File: config.mk
export PLATFORM = sky130hd
export DESIGN_NAME = calendar_day_difference_core
export DESIGN_NICKNAME = d
export VERILOG_FILES = /design/src/cdd_pkg.sv /design/src/cdd_serial.sv /design/src/cdd_diff.sv /design/src/calendar_day_difference_core.sv
export SDC_FILE = /design/constraint.sdc
export NUM_CORES = 2
export LEC_CHECK = 0
export BUFFER_PORTS_ARGS = -buffer_cell sky130_fd_sc_hd__buf_2
export CAP_MARGIN = 20
export CORE_ASPECT_RATIO = 2
export CORE_MARGIN = 2
export CORE_UTILIZATION = 47
export CTS_CLUSTER_DIAMETER = 40
export DETAILED_ROUTE_END_ITERATION = 12
export PLACE_DENSITY = 0.6
export SYNTH_ARGS = -nofsm -noshare
export SYNTH_HDL_FRONTEND = slang
export SYNTH_SLANG_ARGS = --single-unit
File: constraint.sdc
create_clock -name clk -period 10.5 [get_ports clk]
set_input_delay 0.525 -clock clk [delete_from_list [all_inputs] [get_ports clk]]
set_output_delay 0.525 -clock clk [all_outputs]
set_load 0.02 [all_outputs]
File: src/cdd_pkg.sv
// ----------------------------------------------------------------------------
// cdd_pkg
// Shared types, constants and the cumulative month table for the calendar
// day difference core.
// ----------------------------------------------------------------------------
package cdd_pkg;

  localparam int YEAR_W   = 14;
  localparam int MONTH_W  = 4;
  localparam int DAY_W    = 5;
  localparam int SERIAL_W = 23;
  localparam int COUNT_W  = 22;

  // reciprocal of 100 in q19, exact for operands below 2^15
  localparam logic [12:0] RECIP_100   = 13'd5243;
  localparam int          RECIP_SHIFT = 19;

  localparam logic [8:0]  DAYS_PER_YEAR = 9'd365;
  localparam logic [6:0]  YEARS_PER_CENTURY = 7'd100;

  localparam logic [MONTH_W-1:0] MONTH_FIRST = 4'd1;
  localparam logic [MONTH_W-1:0] MONTH_LAST  = 4'd12;
  localparam logic [MONTH_W-1:0] IDX_FEB     = 4'd1;

  localparam logic [COUNT_W-1:0] DAY_COUNT_MAX = 22'd4194303;

  typedef logic [SERIAL_W-1:0] serial_t;

  typedef struct packed {
    logic [YEAR_W-1:0]  year;
    logic [MONTH_W-1:0] month;
    logic [DAY_W-1:0]   day;
  } date_t;

  // days before the first of each month in a common year, index 0 is january
  function automatic logic [8:0] days_before_month(input logic [MONTH_W-1:0] idx);
    logic [8:0] r;
    case (idx)
      4'd0:    r = 9'd0;
      4'd1:    r = 9'd31;
      4'd2:    r = 9'd59;
      4'd3:    r = 9'd90;
      4'd4:    r = 9'd120;
      4'd5:    r = 9'd151;
      4'd6:    r = 9'd181;
      4'd7:    r = 9'd212;
      4'd8:    r = 9'd243;
      4'd9:    r = 9'd273;
      4'd10:   r = 9'd304;
      4'd11:   r = 9'd334;
      default: r = 9'd0;
    endcase
    return r;
  endfunction

endpackage

File: src/cdd_serial.sv
// ----------------------------------------------------------------------------
// cdd_serial
// Three-stage conversion of one date into a serial day number: products,
// then quotients and month offset, then the final sum.
// ----------------------------------------------------------------------------
module cdd_serial
  import cdd_pkg::*;
(
  input  logic    clk,
  input  logic    en,
  input  date_t   date,
  output serial_t serial
);

  // stage 1 registers
  logic [YEAR_W-1:0]  s1_y;
  logic [MONTH_W-1:0] s1_midx;
  logic [DAY_W-1:0]   s1_d;
  logic [22:0]        s1_yp365;
  logic [12:0]        s1_q4;
  logic [27:0]        s1_p100;
  logic [25:0]        s1_p400;
  logic [26:0]        s1_py;

  // stage 2 registers
  logic [22:0]        s2_a;
  logic [7:0]         s2_c;
  logic [9:0]         s2_m;

  logic [MONTH_W-1:0] midx;
  logic [14:0]        y99;
  logic [14:0]        y399;
  logic [14:0]        y3;

  // clamp month to january..december and turn it into a table index
  always_comb begin
    if (date.month < MONTH_FIRST) begin
      midx = 4'd0;
    end else if (date.month > MONTH_LAST) begin
      midx = MONTH_LAST - MONTH_FIRST;
    end else begin
      midx = date.month - MONTH_FIRST;
    end
  end

  assign y99  = 15'(date.year) + 15'd99;
  assign y399 = 15'(date.year) + 15'd399;
  assign y3   = 15'(date.year) + 15'd3;

  // stage 1: year times 365, the quarter term and reciprocal products for the century terms
  always_ff @(posedge clk) begin
    if (en) begin
      s1_y     <= date.year;
      s1_midx  <= midx;
      s1_d     <= date.day;
      s1_yp365 <= 23'(23'(date.year) * 23'(DAYS_PER_YEAR));
      s1_q4    <= 13'(y3 >> 2);
      s1_p100  <= 28'(28'(y99) * 28'(RECIP_100));
      s1_p400  <= 26'(26'(y399[14:2]) * 26'(RECIP_100));
      s1_py    <= 27'(27'(date.year) * 27'(RECIP_100));
    end
  end

  logic [7:0]  q100;
  logic [5:0]  q400;
  logic [7:0]  qy;
  logic        div100;
  logic        leap;
  logic [9:0]  mpart;

  // quotients, leap test and offset inside the year
  always_comb begin
    q100   = 8'(s1_p100 >> RECIP_SHIFT);
    q400   = 6'(s1_p400 >> RECIP_SHIFT);
    qy     = 8'(s1_py >> RECIP_SHIFT);
    div100 = (s1_y == 14'(14'(qy) * 14'(YEARS_PER_CENTURY)));
    leap   = ((s1_y[1:0] == 2'd0) && !div100) || (div100 && (qy[1:0] == 2'd0));
    mpart  = 10'(days_before_month(s1_midx))
           + 10'(leap && (s1_midx > IDX_FEB))
           + 10'(s1_d);
  end

  // stage 2: gather the positive year terms
  always_ff @(posedge clk) begin
    if (en) begin
      s2_a <= s1_yp365 + 23'(s1_q4) + 23'(q400);
      s2_c <= q100;
      s2_m <= mpart;
    end
  end

  // stage 3: final serial
  always_ff @(posedge clk) begin
    if (en) begin
      serial <= s2_a - 23'(s2_c) + 23'(s2_m);
    end
  end

endmodule

File: src/cdd_diff.sv
// ----------------------------------------------------------------------------
// cdd_diff
// Two-stage absolute difference of two serial day numbers with saturation
// to the result width.
// ----------------------------------------------------------------------------
module cdd_diff
  import cdd_pkg::*;
(
  input  logic               clk,
  input  logic               en,
  input  serial_t            serial_a,
  input  serial_t            serial_b,
  output logic [COUNT_W-1:0] day_count
);

  serial_t diff;

  // stage 4: absolute difference
  always_ff @(posedge clk) begin
    if (en) begin
      diff <= (serial_a > serial_b) ? (serial_a - serial_b) : (serial_b - serial_a);
    end
  end

  // stage 5: saturate into the output register
  always_ff @(posedge clk) begin
    if (en) begin
      day_count <= (diff > SERIAL_W'(DAY_COUNT_MAX)) ? DAY_COUNT_MAX : diff[COUNT_W-1:0];
    end
  end

endmodule

File: src/calendar_day_difference_core.sv
// ----------------------------------------------------------------------------
// calendar_day_difference_core
// Days between two gregorian dates, pipelined.
// ----------------------------------------------------------------------------
// Usage:
//   An input transaction carries two dates as year, month and day fields.
//   It is taken at a rising edge with item_valid high and item_stall low.
//   A result transaction carries day_count, the absolute number of days
//   between the dates, and completes with result_valid high and
//   result_stall low.
//   Five register stages: three turn each date into a serial day number
//   (two converters in parallel), two more take the difference and
//   saturate it. The first stage loads at the accepting edge, and each
//   advance moves the transaction on until it reaches day_count.
//   Throughput is one transaction per cycle while no result is held.
//   While a result is held by result_stall the whole pipeline freezes and
//   item_stall is raised, so nothing is lost or repeated.
//   Synchronous reset clears all valid bits; the data path needs no reset.
// ----------------------------------------------------------------------------
module calendar_day_difference_core
  import cdd_pkg::*;
(
  input  logic               clk,
  input  logic               rst,
  input  logic               item_valid,
  output logic               item_stall,
  input  logic [YEAR_W-1:0]  first_year,
  input  logic [MONTH_W-1:0] first_month,
  input  logic [DAY_W-1:0]   first_day,
  input  logic [YEAR_W-1:0]  second_year,
  input  logic [MONTH_W-1:0] second_month,
  input  logic [DAY_W-1:0]   second_day,
  output logic               result_valid,
  input  logic               result_stall,
  output logic [COUNT_W-1:0] day_count
);

  localparam int DEPTH = 5;

  logic            advance;
  logic [DEPTH-1:0] valid_pipe;
  date_t           date_a;
  date_t           date_b;
  serial_t         serial_a;
  serial_t         serial_b;

  // pipeline moves unless a finished result is being held
  assign advance      = !(result_valid && result_stall);
  assign item_stall   = !advance;
  assign result_valid = valid_pipe[DEPTH-1];

  assign date_a = '{year: first_year, month: first_month, day: first_day};
  assign date_b = '{year: second_year, month: second_month, day: second_day};

  // valid bits travel alongside the data stages
  always_ff @(posedge clk) begin
    if (rst) begin
      valid_pipe <= '0;
    end else if (advance) begin
      valid_pipe <= {valid_pipe[DEPTH-2:0], item_valid};
    end
  end

  cdd_serial u_serial_a (
    .clk    (clk),
    .en     (advance),
    .date   (date_a),
    .serial (serial_a)
  );

  cdd_serial u_serial_b (
    .clk    (clk),
    .en     (advance),
    .date   (date_b),
    .serial (serial_b)
  );

  cdd_diff u_diff (
    .clk       (clk),
    .en        (advance),
    .serial_a  (serial_a),
    .serial_b  (serial_b),
    .day_count (day_count)
  );

  // reset leaves no result pending
  assert property (@(posedge clk) $past(rst) |-> !result_valid)
    else $error("result_valid set right after reset");

  // an accepted transaction reaches the output once the pipeline has advanced through every stage
  assert property (@(posedge clk) disable iff (rst)
    (item_valid && !item_stall) ##1 !item_stall ##1 !item_stall ##1 !item_stall
      ##1 !item_stall |=> result_valid)
    else $error("accepted transaction did not arrive at the output");

  // identical dates give a zero count
  assert property (@(posedge clk) disable iff (rst)
    (item_valid && !item_stall && first_year == second_year
      && first_month == second_month && first_day == second_day)
      ##1 !item_stall ##1 !item_stall ##1 !item_stall ##1 !item_stall
      |=> (day_count == '0))
    else $error("equal dates gave a nonzero count");

  // a new result only appears on a cycle the pipeline advanced
  assert property (@(posedge clk) disable iff (rst)
    $rose(result_valid) |-> $past(advance))
    else $error("result appeared while the pipeline was frozen");

endmodule

==> flow_summary.yaml <==
drt:
  antenna_left: 0
  num_vias: 29790
  drc: 0
  avgViaCountPerCell: 5.205
  drtIter0Drc: 949
  first_pass_iters: 6
  post_drt_wl_per_cell_um: 18.69
  wl_mm: 107.0
grt:
  antenna_found_initial: 3
  grt_max_degree: 140
  grt.overflow.total: 0
  grt_pass1_wl_mm: 170.5
  grt_pass1_vias: 32620
  grt.total_usage_pct: 22.33
timing:
  worst_hold_slack_ns: 0.1220
  slew_viol_final: 0
  hold_viol: 0
  max-slew-margin-rel_pct: 24.43
  final.setup.tns_ns: 0
  rsz0062_at_grt: "no"
  min_period_ns: 7.246
  fin_crit_sh_pct: 69.01
  fin_skew_ns: 0.02386
  tightest_slew_ns: 1.119
  setup_viol: 0
  max_freq_ghz: 0.1380
critical_path:
  required_ns: 10.82
  cp-end-kind: "flip-flop"
  rr_endpoint: "u_serial_a.s2_m[6]$_DFFE_PN_"
  path_max_fanout: 9
  cp.arrival_ns: 7.57
  critPathKind: "in2reg"
  r2r_cells: 19
  start_kind: "input pin"
  regToRegStartpoint: "u_serial_a.s1_py[20]$_DFFE_PN_"
  rrSetupSlack_ns: 4.94
clock_tree:
  cts.htree.levels: 2
  cts-root-buf: "clkbuf_16"
  cts_setup_buffers: 0
  cts_tree: "done"
  clkSinkCount: 336
  cts_resized: 0
  cts_buffers: 40
  clkTransAtPathRegs_ns: 0.06
  cts.path.max_buffers: 3
  holdBufCountCts: 0
  clkLatencyLatePin_ns: 0.58
place:
  globalplace.congestion: 0.9605
  dpl.hpwl_mm: 93.95
  placedCellCount: 5649
  numPortBuffers: 73
die:
  core_mm2: 0.09509
  dieArea_mm2: 0.09864
  ios: 74
  die_h_um: 442.2
  die_width_um: 223.1
  row_count: 160
  initial_utilization_pct: 47.45
logic_synthesis:
  synth_edf_count: 331
  syn_avg_cell_area_um2: 10.30
  async_flop_share_pct: 0
  synth_cell_type_count: 79
  netlist_instances: 4381
  syn_nets: 5811
  ys_seq_elements: 336
  synth_ff_type: "edfxtp_1"
  syn_area_mm2: 0.04512
  yosys_warnings: 0
  synth_sequential_area_ratio_pct: 22.25
cells_and_area:
  stdcell_count: 5724
  nNetsFinal: 5906
  area.growth.synth_to_final_pct: 7.019
  drive_gt1_share_pct: 4.170
worst_hold_path:
  min_from: "first_day[1]"
  hp-class: "in2reg"
  hold_path_end: "u_serial_a.s1_d[1]$_DFFE_PN_"
  hold_path_depth: 1
outcome:
  status: "finished, final reports clean"
flow_run:
  maxCapViolCount: 0
==> final cells by class <==
type                            count  area (um^2)
Clock buffer                       44         1016
Fill cell                        8825        46800
Antenna cell                        1        2.502
Inverter                         1126         4227
Tap cell                         1215         1520
Multi-Input combinational cell   2892        30730
Timing Repair Buffer               80        430.4
Sequential cell                   336        10040
Clock inverter                     30        319.1
==> routing by layer <==
| layer | track usage (%) | routed length [um] | up-vias |
|---|---|---|---|
| met5 | 0 | 31 | - |
| met4 | 13.33 | 7289 | 4 |
| met3 | 1.607 | 1837 | 252 |
| met2 | 46.77 | 63480 | 417 |
| met1 | 20.12 | 34350 | 14630 |
| li1 | - | - | 14490 |
==> cells in the final DEF (no fill, tap or decap), drive strengths merged, types with 8 or more instances in the layout <==
cell type,instances
o21bai,31
nor3,36
o21a,38
xnor2,244
nand3,54
ha,892
nor4,8
clkinv,13
a21boi,9
or2,26
o31a,8
nor2b,40
a21o,99
nand2,133
a21oi,175
buf,80
and2,13
and3,25
inv,1136
a211oi,23
a31oi,23
nand2b,32
edfxtp,331
nor2,136
o211ai,13
fa,488
clkbuf,44
o21ai,114
mux2i,26
xor2,76
nand4,29
==> per-stage QoR <==
step                      cell area, um^2  setup slack [ns]  utilization (%)
after floorplan                     45120            0.5020                -
after global placement              46950             2.700            49.37
after detailed placement            46950             2.605            49.37
after CTS                           48280             3.213            50.78
after global routing                48290             2.798            50.78
final                               48290             3.254            50.78
==> registers in the layout, summed over array words and instances (netlist names), 9 cells and up <==
signal	flops
u_serial_b.serial	23
u_serial_b.s1_y	12
u_serial_a.s1_py	9
u_serial_a.s2_a	23
u_diff.day_count	22
u_serial_b.s1_py	9
u_serial_a.s1_yp365	22
u_serial_a.s1_q4	13
u_serial_b.s2_a	23
u_serial_b.s2_m	10
u_serial_b.s1_yp365	22
u_serial_a.serial	23
u_serial_a.s2_m	10
u_diff.diff	23
u_serial_b.s1_q4	13
u_serial_a.s1_y	12
==> cells by family (layout without fill, tap and decap cells) <==
group,Yosys count,count (layout),share of synthesized area [%]
compound gates,607,607,8.735
xor+xnor,320,320,6.303
fa+ha+maj,1380,1380,46.39
buf+inv,1153,1280,9.653
flops,336,336,22.25
mux,27,27,0.6018
other cells,1,2,0.008311
simple gates,557,557,6.059
==> worst max-delay path: stages <==
cell and delay, ns:
buf_2 0.23, inv_1 0.20, ha_1 0.24, a21oi_1 0.21
nor2b_1 0.11, a21boi_1 0.36, nor2_1 0.11, xnor2_1 0.80
inv_1 0.17, ha_1 0.38, inv_1 0.07, fa_1 0.62
inv_1 0.08, fa_1 0.47, fa_1 0.49, inv_1 0.05
fa_1 0.54, inv_1 0.04, ha_1 0.33, a21oi_1 0.17
o21ai_0 0.12, a221o_1 0.32, a221oi_2 0.43, o21ai_1 0.16
a31oi_1 0.24, xnor2_1 0.08
==> Yosys cell counts (all sizes together) (31+ instances only) <==
master  number  share of area, %
nor2       136               1.1
a21o        99               1.6
nand3       54              0.60
nor3        36              0.40
inv       1126               9.4
a21oi      175               1.9
nand2      133               1.1
xnor2      244               4.8
nand2b      32              0.44
edfxtp     331                22
ha         892                25
o21ai      114               1.3
fa         488                22
o21bai      31              0.52
nor2b       40              0.55
o21a        38              0.63
xor2        76               1.5
==> worst max-delay path by stage <==
stage                              from                                to  slack [ns]  cells after the start
after floorplan            result_stall        valid_pipe[0]$_SDFFE_PP0N_        0.50                      4
after global placement    first_year[1]  u_serial_a.s1_p100[26]$_DFFE_PN_        2.70                     26
after detailed placement  first_year[0]  u_serial_a.s1_p100[26]$_DFFE_PN_        2.61                     29
after CTS                 first_year[1]  u_serial_a.s1_p100[26]$_DFFE_PN_        3.21                     26
after global routing      first_year[0]  u_serial_a.s1_p100[26]$_DFFE_PN_        2.80                     29
final                     first_year[1]  u_serial_a.s1_p100[26]$_DFFE_PN_        3.25                     26
Power is left out: the tool's default activity adds up to more than one toggle a clock period on the data nets, which glitch-free logic cannot reach.
